File: src/rtl/core/cwm_match.sv
// ----------------------------------------------------------------------------
// cwm_match
// Compares two label vectors lane by lane over the clusterings in use and
// counts the agreeing lanes.
// ----------------------------------------------------------------------------
module cwm_match #(
    parameter int unsigned MAX_CLUSTERINGS = 16,
    parameter int unsigned LABEL_BITS      = 8,
    parameter int unsigned NCW             = $clog2(MAX_CLUSTERINGS + 1)
) (
    input  logic [MAX_CLUSTERINGS*LABEL_BITS-1:0] row_word,
    input  logic [MAX_CLUSTERINGS*LABEL_BITS-1:0] cand_word,
    input  logic [NCW-1:0]                        lanes_used,
    output logic [NCW-1:0]                        weight,
    output logic                                  agree
);

    logic [MAX_CLUSTERINGS-1:0] hit;

    always_comb
    begin
        for (int k = 0; k < MAX_CLUSTERINGS; k++)
        begin
            hit[k] = (k < int'(lanes_used)) &&
                     (row_word[k*LABEL_BITS +: LABEL_BITS] ==
                      cand_word[k*LABEL_BITS +: LABEL_BITS]);
        end
    end

    assign weight = NCW'($countones(hit));
    assign agree  = |hit;

endmodule
File: config.mk
export PLATFORM = sky130hd
export DESIGN_NAME = cwm_match
export DESIGN_NICKNAME = d
export VERILOG_FILES = /design/src/rtl/core/cwm_match.sv
export SDC_FILE = /design/constraint.sdc
export NUM_CORES = 1
export LEC_CHECK = 0
export BUFFER_PORTS_ARGS = -buffer_cell sky130_fd_sc_hd__buf_2
export CAP_MARGIN = 25
export CELL_PAD_IN_SITES_DETAIL_PLACEMENT = 1
export CELL_PAD_IN_SITES_GLOBAL_PLACEMENT = 1
export CORE_AREA = 4 4 106 108
export DETAILED_ROUTE_END_ITERATION = 8
export DIE_AREA = 0 0 110 112
export PLACE_DENSITY = 0.93
export SLEW_MARGIN = 5
export SYNTH_ARGS = -nofsm -noshare
export SYNTH_HDL_FRONTEND = slang
export SYNTH_SLANG_ARGS = --single-unit
export TNS_END_PERCENT = 1
File: constraint.sdc
create_clock -name vclk -period 10.8
set_input_delay 3.24 -clock vclk [all_inputs]
set_output_delay 3.24 -clock vclk [all_outputs]
set_load 0.005 [all_outputs]
Word-level counts from Yosys, hierarchy flattened --
Cells that the tools add are included.
Cells by class: add/subtract/negate cells 15, magnitude comparators 16, equality and inequality tests 16, reductions and logical operators 17
Operators with widths (count):
- equality test 8 bit | 16
- < comparator 4 x 5 -> 1 bit (first input constant) | 8
- < comparator 3 x 5 -> 1 bit (first input constant) | 4
- adder 1 x 1 -> 2 bit | 8
- logical AND 1 bit | 16
- OR reduction 16 bit | 1
- adder 2 x 2 -> 3 bit | 4
- < comparator 1 x 5 -> 1 bit (first input constant) | 2
- < comparator 2 x 5 -> 1 bit (first input constant) | 2
- adder 3 x 3 -> 4 bit | 2
- adder 4 x 4 -> 5 bit | 1
Storage, ports and cells: bits in registers 0, bits of input ports 261, output and inout bits 6, logic and storage cells 64

Longest topological paths before layout --
word-level depth 6, mapped depth 16, gate-level depth less buffers 16

Least setup slack after synthesis --
No wires, ideal clock.
path kind in2out, start point input port lanes_used[3], end point output port weight[4], arrival time 6.861 ns, required time 7.560 ns, setup slack 0.699 ns, stages on the path 14, path buffers 1, path through buf_6 > or3_1 > o211ai_1 > inv_1 > fa_1 > inv_1 > fa_1 > fa_1 > inv_1 > fa_1 > ha_1 > fa_1 > a21oi_1 > nor2b_1
On the way: cells in the longest elaborated chain, start to end 6, elaborated cells on any way between the ends 47, those cells by class add/sub: 15; order compare: 16; reduce/logical: 16
RTL lines:
- start: declaration | RTL line 13 | input logic [NCW-1:0] lanes_used,
- < comparator 1 x 5 -> 1 bit (tied with other cells) | RTL line 24 | hit[k] = (k < int'(lanes_used)) &&
- logical AND 1 bit | RTL line 24
- adder 1 x 1 -> 2 bit (not written as such) | RTL line 30 | assign weight = NCW'($countones(hit));
- adder 2 x 2 -> 3 bit (not written as such) | RTL line 30
- adder 3 x 3 -> 4 bit (not written as such) | RTL line 30
- adder 4 x 4 -> 5 bit (not written as such) (*) | RTL line 30
- end: declaration | RTL line 14 | output logic [NCW-1:0] weight,
Mark *: on every way between the ends. The rest lies on a longest branch, timed or not.

Worst setup path in the final report --
start point input port lanes_used[2], end point output port weight[4]
Same word-level chain as after synthesis.

==> flow_summary_export.csv <==
group,metric,value,unit
logic_synthesis,synthTopCellsByCount,"xnor2_1, xor2_1, nand4_1",
clock_network,postCtsSetupBuffers,0,
routing,drt-initial-drc-count,53,
routing,viasPerCell,4.233,
pwr,total_power,0.1133,mW
floorplan,die_h,112,um
worst_setup_path,start_kind,"primary input",
routing,drt_wl_total,10230,um
global_routing,grt_usage,15.51,%
placement,place.gp.congestion,0.8704,
placement,hpwl,9867,um
worst_setup_path,cp_max_fo,12,
timing,rsz0062_at_grt,"false",
worst_hold_path,hold_class,"in2out",
timing,slew_viol_final,0,
routing,ant_nets,0,
timing,hold_viol_final,0,
pwr,leakage,1.838,nW
routing,vias,2743,
logic_synthesis,synthCells,245,
logic_synthesis,syn_area,0.002023,sq mm
routing,wl_per_cell,15.79,um
cells_and_area,n_antenna_cell,0,
floorplan,start_util,19.77,%
timing,setup_viol,0,
cells_and_area,utilization,34.45,%
job,maxCapViolCount,0,
clock_network,ctsHoldBuffers,0,
worst_setup_path,cp-end-kind,"primary output",
logic_synthesis,synth.avg_cell_area,8.258,sq um
timing,hold_ws,7.146,ns
placement,portBuffers,267,
floorplan,num_io_pins,267,
logic_synthesis,synth_fp_nets,522,
timing,relSlewSlack,55.54,%
cells_and_area,fin_nets,791,
worst_hold_path,whs_endpoint,"weight[0]",
timing,fmax,94.98,MHz
pwr,power_density,32.14,mW/mm^2
cells_and_area,drive_above_1_share,54.30,%
worst_hold_path,hp-start,"cand_word[22]",
clock_network,cts_resized,0,
logic_synthesis,yosysTopAreaCell,"xnor2_1",
timing,min_period_over_period,97.49,%
global_routing,grt_pass1_wl,15000,um
floorplan,die_w,110,um
cells_and_area,seq_cell_count,0,
floorplan,fp.coreArea,0.01023,sq mm
worst_hold_path,whs_path_depth,6,
logic_synthesis,yosysWarnings,0,
global_routing,grt_pass1_vias,3175,
worst_setup_path,critical_path_class,"in2out",
pwr,peakVddDrop,0.01145,mV
worst_setup_path,cp_data_required_time,7.56,ns
logic_synthesis,synth_area_leaders,"xnor2_1, xor2_1, fa_1",
placement,pre_cts_slack,0.2180,ns
floorplan,rows,37,
timing,min_period,10.53,ns
timing,tightestPinTransition,0.6618,ns
cells_and_area,area_growth,74.21,%
cells_and_area,clockBufferCount,0,
timing,tns,0,ns
worst_setup_path,worstPathArrival,7.29,ns
logic_synthesis,yosysUniqueCellTypes,31,
floorplan,dieArea,0.01232,sq mm
cells_and_area,regArea,0,sq um
logic_synthesis,synth_seq_area_share,0,%
logic_synthesis,synth_top_area_share,28.14,%
outcome,status,"finished, final reports clean",
timing,setup_ws,0.2713,ns
global_routing,grt_max_degree,13,
routing,first_pass_iters,4,
global_routing,grt_antenna_before_repair,0,
routing,drc,0,
cells_and_area,n_fill_cell,1354,
global_routing,grt_overflow_total,0,
-- worst max-delay path, stage by stage --
cell	delay [ns]
buf_2	0.23
a21oi_1	0.12
nor4_1	0.29
nand4_1	0.23
fa_1	0.58
inv_1	0.05
fa_1	0.51
inv_1	0.05
fa_1	0.47
inv_1	0.05
fa_1	0.47
ha_1	0.24
fa_1	0.40
a21oi_1	0.16
nor2b_1	0.06
buf_2	0.13
-- layout make-up --
class,count,area (sq um),share of cell area [%]
timing repair buffer,271,1366,38.76
multi-input combinational,226,1932,54.81
tap,136,170.2,4.828
inverter,15,56.30,1.597
-- logic make-up after synthesis --
logic type / after synthesis / share of synthesized area [%]
adder cells (fa/ha/maj): 16 / 13.61
AND/OR/NAND/NOR: 61 / 18.80
XOR/XNOR: 130 / 56.28
buffers and inverters: 19 / 4.824
AO/OA/AOI/OAI: 19 / 6.493
-- how the worst max path moves through the flow --
stage,end,startpoint,depth (start not counted)
after detailed placement,weight[4],cand_word[9],17
after floorplan,weight[4],lanes_used[3],14
after global routing,weight[4],cand_word[13],17
after CTS,weight[4],cand_word[9],17
final,weight[4],lanes_used[2],16
after global placement,weight[4],cand_word[9],17
-- report_power, final --
part	total [mW]	switching (mW)	internal [mW]
registers	0	0	0
logic	0.113	0.0482	0.0650
clock network	0	0	0
-- layout by cell type (no fill, tap or decap), types with 2 or more instances in the layout --
cell,netlist,final
nand3_1,3,3
nor3_1,10,10
nor4_1,14,13
a21oi_1,7,7
or3_1,3,3
fa_1,10,10
xnor2_1,65,65
xor2_1,65,65
nand2_1,3,3
a31oi_1,3,3
o211ai_1,2,2
buf_2,0,267
a21o_1,2,2
inv_1,15,15
buf_4,1,4
nand4_1,17,17
nor2_1,3,3
ha_1,6,6
-- through the flow --
stage	instances	cell area, sq um
5_1_grt	648	3525
4_1_cts	648	3518
3_3_place_gp	648	3518
2_1_floorplan	245	2023
3_5_place_dp	648	3518
6_report	648	3525
-- layer usage --
layer / GRT usage (%) / share of wire (%) / up-vias / wire, um
li1: - / - / 1373 / -
met1: 15.99 / 33 / 1251 / 3381
met2: 33.21 / 59 / 111 / 6026
met3: 1.449 / 7.0 / 8 / 718
met4: 1.247 / 1.0 / 0 / 104
met5: 0 / 0 / - / 0
Power figures use the tool's default switching activity.
