File: config.mk
export PLATFORM = sky130hd
export DESIGN_NAME = cwm_ram
export DESIGN_NICKNAME = d
export VERILOG_FILES = /design/src/rtl/core/cwm_ram.sv
export SDC_FILE = /design/constraint.sdc
export NUM_CORES = 1
export LEC_CHECK = 0
export ABC_AREA = 1
export BUFFER_PORTS_ARGS = -buffer_cell sky130_fd_sc_hd__buf_2
export CORE_AREA = 3 3 202 204
export DETAILED_ROUTE_END_ITERATION = 8
export DIE_AREA = 0 0 205 207
export PLACE_DENSITY = 0.73
export REMOVE_ABC_BUFFERS = 1
export SLEW_MARGIN = 20
export SYNTH_ARGS = -nofsm -noshare
export SYNTH_HDL_FRONTEND = slang
export SYNTH_SLANG_ARGS = --single-unit
File: constraint.sdc
create_clock -name clk -period 2.5 [get_ports clk]
set_clock_uncertainty 0.1 [all_clocks]
set_input_delay 0.625 -clock clk [delete_from_list [all_inputs] [get_ports clk]]
set_output_delay 0.625 -clock clk [all_outputs]
set_load 0.02 [all_outputs]
File: src/rtl/core/cwm_ram.sv
// ----------------------------------------------------------------------------
// cwm_ram
// Generic simple dual-port RAM with one write port and one registered read.
// ----------------------------------------------------------------------------
module cwm_ram #(
    parameter int unsigned WIDTH = 8,
    parameter int unsigned DEPTH = 64,
    parameter int unsigned AW    = (DEPTH > 1) ? $clog2(DEPTH) : 1
) (
    input  logic             clk,
    input  logic             we,
    input  logic [AW-1:0]    waddr,
    input  logic [WIDTH-1:0] wdata,
    input  logic             re,
    input  logic [AW-1:0]    raddr,
    output logic [WIDTH-1:0] rdata
);

    logic [WIDTH-1:0] mem [DEPTH];

    always_ff @(posedge clk)
    begin
        if (we)
        begin
            mem[waddr] <= wdata;
        end
        if (re)
        begin
            rdata <= mem[raddr];
        end
    end

endmodule

## Word-level counts from Yosys, hierarchy flattened

Memories as Yosys holds them, arrays and structs flattened. A register that Yosys moved wholly into a read port is not among the register bits.
Index checks and enable logic that the tools add are counted.

- Memories kept: 1
- Bits of input ports: 23
- Bits in registers: 0
- Logic and storage cells: 3
- Output and inout port bits: 8
- RAM bits: 512

- Mux-type cells: 2

Memory list:

| memory | words | bits a word | read ports | clocked after memory_dff | write ports | RTL line | RTL |
|---|---|---|---|---|---|---|---|
| mem | 64 | 8 | 1 | 1 | 1 | 19 | `logic [WIDTH-1:0] mem [DEPTH];` |

Operators by type and width:

| cell | number |
|---|---|
| 1-bit two-way mux | 2 |

## Longest topological paths before layout

Gate-level depths: netlist (run 1).

- Word-level depth: 2
- Depth in mapped cells: 12
- Mapped depth without buffers: 9

## Least setup slack after synthesis (run 1)

No wires, ideal clock.

- Kind: in2reg
- Start point: input port we
- End point: memory mem[48][0], enable pin
- Path slack: 9 ps
- Data required time: 2005 ps
- Arrival: 1996 ps
- Buffers on the path: 1
- Cell stages on the path: 3
- Path through: clkbuf_1 > nand4_1 > nor4_1

- Longest elaborated chain between the ends: 2

RTL lines:

| element | RTL line | RTL |
|---|---|---|
| from (decl) | 11 | `input logic we,` |
| 1-bit two-way mux | 23 | `if (we)` |
| 1-bit two-way mux (implied by the code) | 25 | `mem[waddr] <= wdata;` |
| to (decl) | 19 |  |

Every way passes these cells.

## Worst setup path after layout (run 1)

- Start point: register rdata[4], read port of mem
- End point: output port rdata[4]

RTL lines:

| element | RTL line | RTL |
|---|---|---|
| from (decl) | 16 | `output logic [WIDTH-1:0] rdata` |

No word-level cell between the ends.

==> impl_metrics.toml, run 1 <==
[power_and_ir_drop]
power.total_mw = 18.1
p_switching_mw = 3.95
p_per_area_nw_per_um2 = 748
ir_drop_mv = 0.455
swShare_pct = 21.8
combPwrFrac_pct = 6.6
power.internal_mw = 14.1
p_seq_share_pct = 53.6
pwr-share-clk_pct = 39.8
p_leak_nw = 8.90

[final_layout]
seqCellArea_um2 = 15600
utilization_pct = 61.3
fill_cells = 3029
multiInputGateArea_um2 = 4950
instances_no_fill = 2465
drive_above_1_share_pct = 11.8
syn_to_final_growth_pct = 13.0
nets = 1924
fin_area_um2 = 24200

[synthesis]
seq_area_frac_synth_pct = 72.9
synth-seq-cells = 520
yosysUniqueCellTypes = 15
ys_top_cells_by_area = "edfxtp_1 73%, nand2_1 11%, nand3_1 10%, buf_6 1.8%, nor2_1 0.98%"
synth_warnings = 0
yosys.area.top_type_share_pct = 72.9
synth_top_cell_by_area = "edfxtp_1"
synth.cell_area_um2 = 21400
avgSynthCellArea_um2 = 11.9
netlist_instances = 1805

[timing]
hold_viol_final = 0
rsz0062_at_grt = "no"
slew_headroom_pct = 31.6
setup-tns-final_ps = 0
holdWs_ps = 363
setup_violations = 0
fin_ws_ps = 515
period_minus_slack_ps = 1990
tightest_slew_ps = 1030
fmax_mhz = 504
fin_crit_sh_pct = 79.4
slew_violations = 0

[run_status]
status = "completed"

[grt]
antenna_found_initial = 1
grt_usage_pct = 24.8
grt-ovfl-total = 0
grt_pass1_vias = 14000
grt_pass1_wl_um = 80900
grt_start_max_net_pins = 75

[route]
wl_um = 52700
drc = 0
viasPerCell = 5.85
wl_per_cell_um = 21.4
first_pass_iters = 6
dr.first_iter.drc_count = 1718
ant_nets = 0
num_vias = 14400

[cts]
cts_buffer_depth = 3
postCtsHoldBufs = 0
clock-root-buffer = "clkbuf_16"
clk_pin_slew_ps = 60
tritoncts = "yes"
numCtsBuffers = 50
cts_setup_buffers = 0
cts.sinks = 520
clock_latency_ps = 570
cts_resized = 0
htree_levels = 2

[place]
dpl_cell_area_um2 = 22600
dp_slack_ps = 72.4
dp.cells = 2374
routabilityCongestion = 0.891
io_buffers = 30
place_hpwl_um = 30700

[floorplanning]
die_h_um = 207
core_area_um2 = 39500
dieArea_um2 = 42400
die_w_um = 205
ios = 31
rows = 73
start_util_pct = 54.3

[hold_path]
hp-class = "in2reg"

[worst_setup_path]
crit_chain = "buf_2"
crit_family = "flip-flops"
worstPathMaxFanout = 1
crit_buf_inv = 1
cp_data_arrival_time_ps = 1260
start_kind = "flop"
crit_required_ps = 1770
path_class = "reg2out"
rrSetupSlack_ps = 940
critPathMaxStageDelay_ps = 480
cpMaxStageDelayCell = "edfxtp_1"
end_kind = "primary output"

[run]
cap_viol_max_count = 0
-- power by group through the flow --
stage                     Combinational (mW)  Clock [mW]  Sequential, mW
after detailed placement                1.17           0            9.88
after global routing                    1.29        7.61            9.70
after floorplan                        0.487           0            9.88
final                                   1.19        7.20            9.70
after global placement                  1.15           0            9.88
after CTS                               1.18        7.27            9.70
-- layer usage --
layer	up-vias	track usage, %	share of wire (%)	wire [µm]
met4	0	8.06	2.7	1450
met3	105	4.12	9.1	4810
met1	7007	35.5	40	21100
met2	755	39.1	48	25400
met5	-	0	0	0
li1	6550	-	-	-
-- final timing paths --
check | startpoint | endpoint | cells after the start
hold reg to reg | mem[62][1]$_DFFE_PP_ | rdata[1]$_DFFE_PP_ | 8
setup / recovery | rdata[4]$_DFFE_PP_ | rdata[4] | 1
hold / removal | re | rdata[0]$_DFFE_PP_ | 1
setup reg to reg | mem[39][7]$_DFFE_PP_ | rdata[7]$_DFFE_PP_ | 8
-- state kept, by name (all words and copies together) (netlist names) --
register  cells
mem         512
rdata         8
-- final cells by class --
class,instances,share of cell area (%)
antenna,1,0.0103
timing repair buffer,157,5.68
sequential,520,64.5
inverter,12,0.217
tap,525,2.71
multi-input combinational,1160,20.4
clock buffer,61,5.43
clock inverter,29,0.967
-- cells in the mapped netlist --
cell      number
nand2_1      648
nor2_1        56
buf_4         14
inv_1         10
buf_1         10
buf_8          2
edfxtp_1     520
buf_6         35
inv_6          1
buf_2         37
nand3_1      439
inv_2          1
clkbuf_1      15
nor4_1         8
nand4_1        9
-- placed cells by master (no fill, tap or decap) --
cell,Yosys,layout
inv_4,0,1
nor4_1,8,8
clkbuf_1,15,10
inv_6,1,2
bufinv_16,0,4
buf_4,14,107
clkinv_1,0,12
edfxtp_1,520,520
buf_2,37,28
inv_1,10,9
clkinv_2,0,12
clkbuf_16,0,51
nand3_1,439,439
diode_2,0,1
nand4_1,9,9
buf_6,35,1
inv_2,1,1
buf_12,0,21
nand2_1,648,648
nor2_1,56,56
-- logic make-up (layout without fill, tap and decap cells) --
family,Yosys count,in the layout,share of synthesized area [%]
other,0,1,0
and+or+nand+nor,1160,1160,23.1
DFF,520,520,72.9
buffers and inverters,125,259,4.01
Power figures use the tool's default switching activity.
==> run 2: changes to the inputs <==
==> constraint.sdc (replaced) <==
create_clock -name clk -period 1.65 [get_ports clk]
set_clock_uncertainty 0.1 [all_clocks]
set_input_delay 0.4125 -clock clk [delete_from_list [all_inputs] [get_ports clk]]
set_output_delay 0.4125 -clock clk [all_outputs]
set_load 0.02 [all_outputs]
==> impl_metrics.toml, run 2 (synthesized netlist as in run 1, its figures left out) <==
[grt]
grt_start_max_net_pins = 68
grt_pass1_vias = 14100
grt_usage_pct = 24.4
antenna_found_initial = 0
grt-ovfl-total = 0
grt_pass1_wl_um = 79800

[cts]
clock_latency_ps = 570
tritoncts = "yes"
numCtsBuffers = 50
cts_buffer_depth = 3
clock-root-buffer = "clkbuf_16"
cts_setup_buffers = 0
postCtsHoldBufs = 0
cts.sinks = 520
htree_levels = 2
clk_pin_slew_ps = 60

[worst_setup_path]
crit_start = "rdata[0]$_DFFE_PP_"
path_class = "reg2out"
start_kind = "flop"
crit_chain = "buf_6"
cp_data_arrival_time_ps = 1240
timing.rr.start = "mem[11][2]$_DFFE_PP_"
r2r-end = "rdata[2]$_DFFE_PP_"
rrSetupSlack_ps = 130
crit_family = "flip-flops"
cpMaxStageDelayCell = "edfxtp_1"
critPathMaxStageDelay_ps = 490
worstPathMaxFanout = 1
end_kind = "primary output"
ff2ff_path_depth = 8
cp.depth = 1
crit_required_ps = 1140
endpoint = "rdata[0]"
crit_buf_inv = 1

[power_and_ir_drop]
power.internal_mw = 22.5
p_seq_share_pct = 51.5
p_leak_nw = 9.22
swShare_pct = 21.3
p_switching_mw = 6.08
pwr-share-clk_pct = 41.8
ir_drop_mv = 0.754
p_per_area_nw_per_um2 = 1150
combPwrFrac_pct = 6.7

[timing]
fin_crit_sh_pct = 106
setup_violations = 8
setup-tns-final_ps = -588
hold_viol_final = 0
rsz0062_at_grt = "yes"
fmax_mhz = 570
slew_headroom_pct = 67.4
holdWs_ps = 131
tightest_slew_ps = 489
fin_ws_ps = -104
slew_violations = 0
period_minus_slack_ps = 1750

[place]
place_hpwl_um = 31300
dp.cells = 2416
routabilityCongestion = 0.905
dpl_cell_area_um2 = 23100
io_buffers = 30

[final_layout]
largest_reg_flops = 512
multiInputGateArea_um2 = 4950
instances_no_fill = 2507
fin_area_um2 = 24800
drive_above_1_share_pct = 13.9
mostFrequentLayoutCell = "nand2_1"
nets = 1966
antennaDiodeCount = 0
syn_to_final_growth_pct = 16.0
reg.largest.list = "mem (512), rdata (8)"
final_cell_mix = "648 x nand2_1, 520 x edfxtp_1, 439 x nand3_1"
largest_register = "mem"
seqCellArea_um2 = 15600
fill_cells = 2913

[route]
viasPerCell = 5.75
wl_um = 51600
drc = 0
dr.first_iter.drc_count = 1733
ant_nets = 0
num_vias = 14400
wl_per_cell_um = 20.6
first_pass_iters = 5

[floorplanning]
core_area_um2 = 39500
rows = 73
die_w_um = 205
die_h_um = 207
dieArea_um2 = 42400
start_util_pct = 54.3
ios = 31

[hold_path]
hp-class = "in2reg"
min_from = "re"

[run_status]
status = "finished, violations left"
violations = "setup timing"

[run]
cap_viol_max_count = 0
==> run 2: cell count changes in the layout (fill, tap and decap cells not counted), moves of 2 or more <==
cell	change
bufinv_16	+6
clkinv_2	-3
buf_6	+8
clkbuf_1	-4
buf_2	-8
buf_12	+9
buf_4	+33
clkinvlp_4	+2
==> run 2: power by group through the flow <==
stage | Clock (mW) | Sequential, mW | Combinational, mW
5_1_grt | 12.6 | 14.7 | 2.09
4_1_cts | 12.0 | 14.7 | 1.91
3_5_place_dp | 0 | 15.0 | 1.88
6_report | 11.9 | 14.7 | 1.92
2_1_floorplan | 0 | 15.0 | 0.739
3_3_place_gp | 0 | 15.0 | 1.84
==> run 2: final cells by class <==
| type | instances | area share [%] |
|---|---|---|
| clock buffer | 57 | 5.23 |
| inverter | 12 | 0.212 |
| multi-input combinational | 1160 | 19.9 |
| sequential | 520 | 62.9 |
| tap | 525 | 2.64 |
| timing repair buffer | 199 | 7.46 |
| clock inverter | 34 | 1.69 |
==> run 2: stage by stage <==
| stage | util [%] | power (mW) | setup slack [ps] |
|---|---|---|---|
| 2_1_floorplan | - | 15.7 | -1520 |
| 3_3_place_gp | 58.5 | 16.8 | -399 |
| 3_5_place_dp | 58.5 | 16.8 | -421 |
| 4_1_cts | 63.0 | 28.6 | -114 |
| 5_1_grt | 63.0 | 29.4 | -128 |
| 6_report | 63.0 | 28.5 | -104 |
==> run 2: how the worst min path moves through the flow <==
stage                                     end  depth (start not counted)
after global placement     rdata[5]$_DFFE_PP_                          1
after floorplan           mem[0][0]$_DFFE_PP_                          0
final                      rdata[5]$_DFFE_PP_                          1
after global routing       rdata[1]$_DFFE_PP_                          1
after CTS                  rdata[1]$_DFFE_PP_                          1
after detailed placement   rdata[5]$_DFFE_PP_                          1
==> run 2: what timing repair did <==
action | CTS | global route
endpoints found under the setup margin | 8 | 8
resized for setup | 16 | 0
pin swaps | 0 | 0
==> run 2: routing by layer <==
| layer | up-vias | wire (µm) | track usage, % |
|---|---|---|---|
| met5 | - | 0 | 0 |
| met4 | 0 | 1800 | 9.59 |
| met3 | 139 | 5250 | 4.01 |
| met2 | 799 | 24800 | 39.0 |
| met1 | 6866 | 19800 | 34.0 |
| li1 | 6616 | - | - |
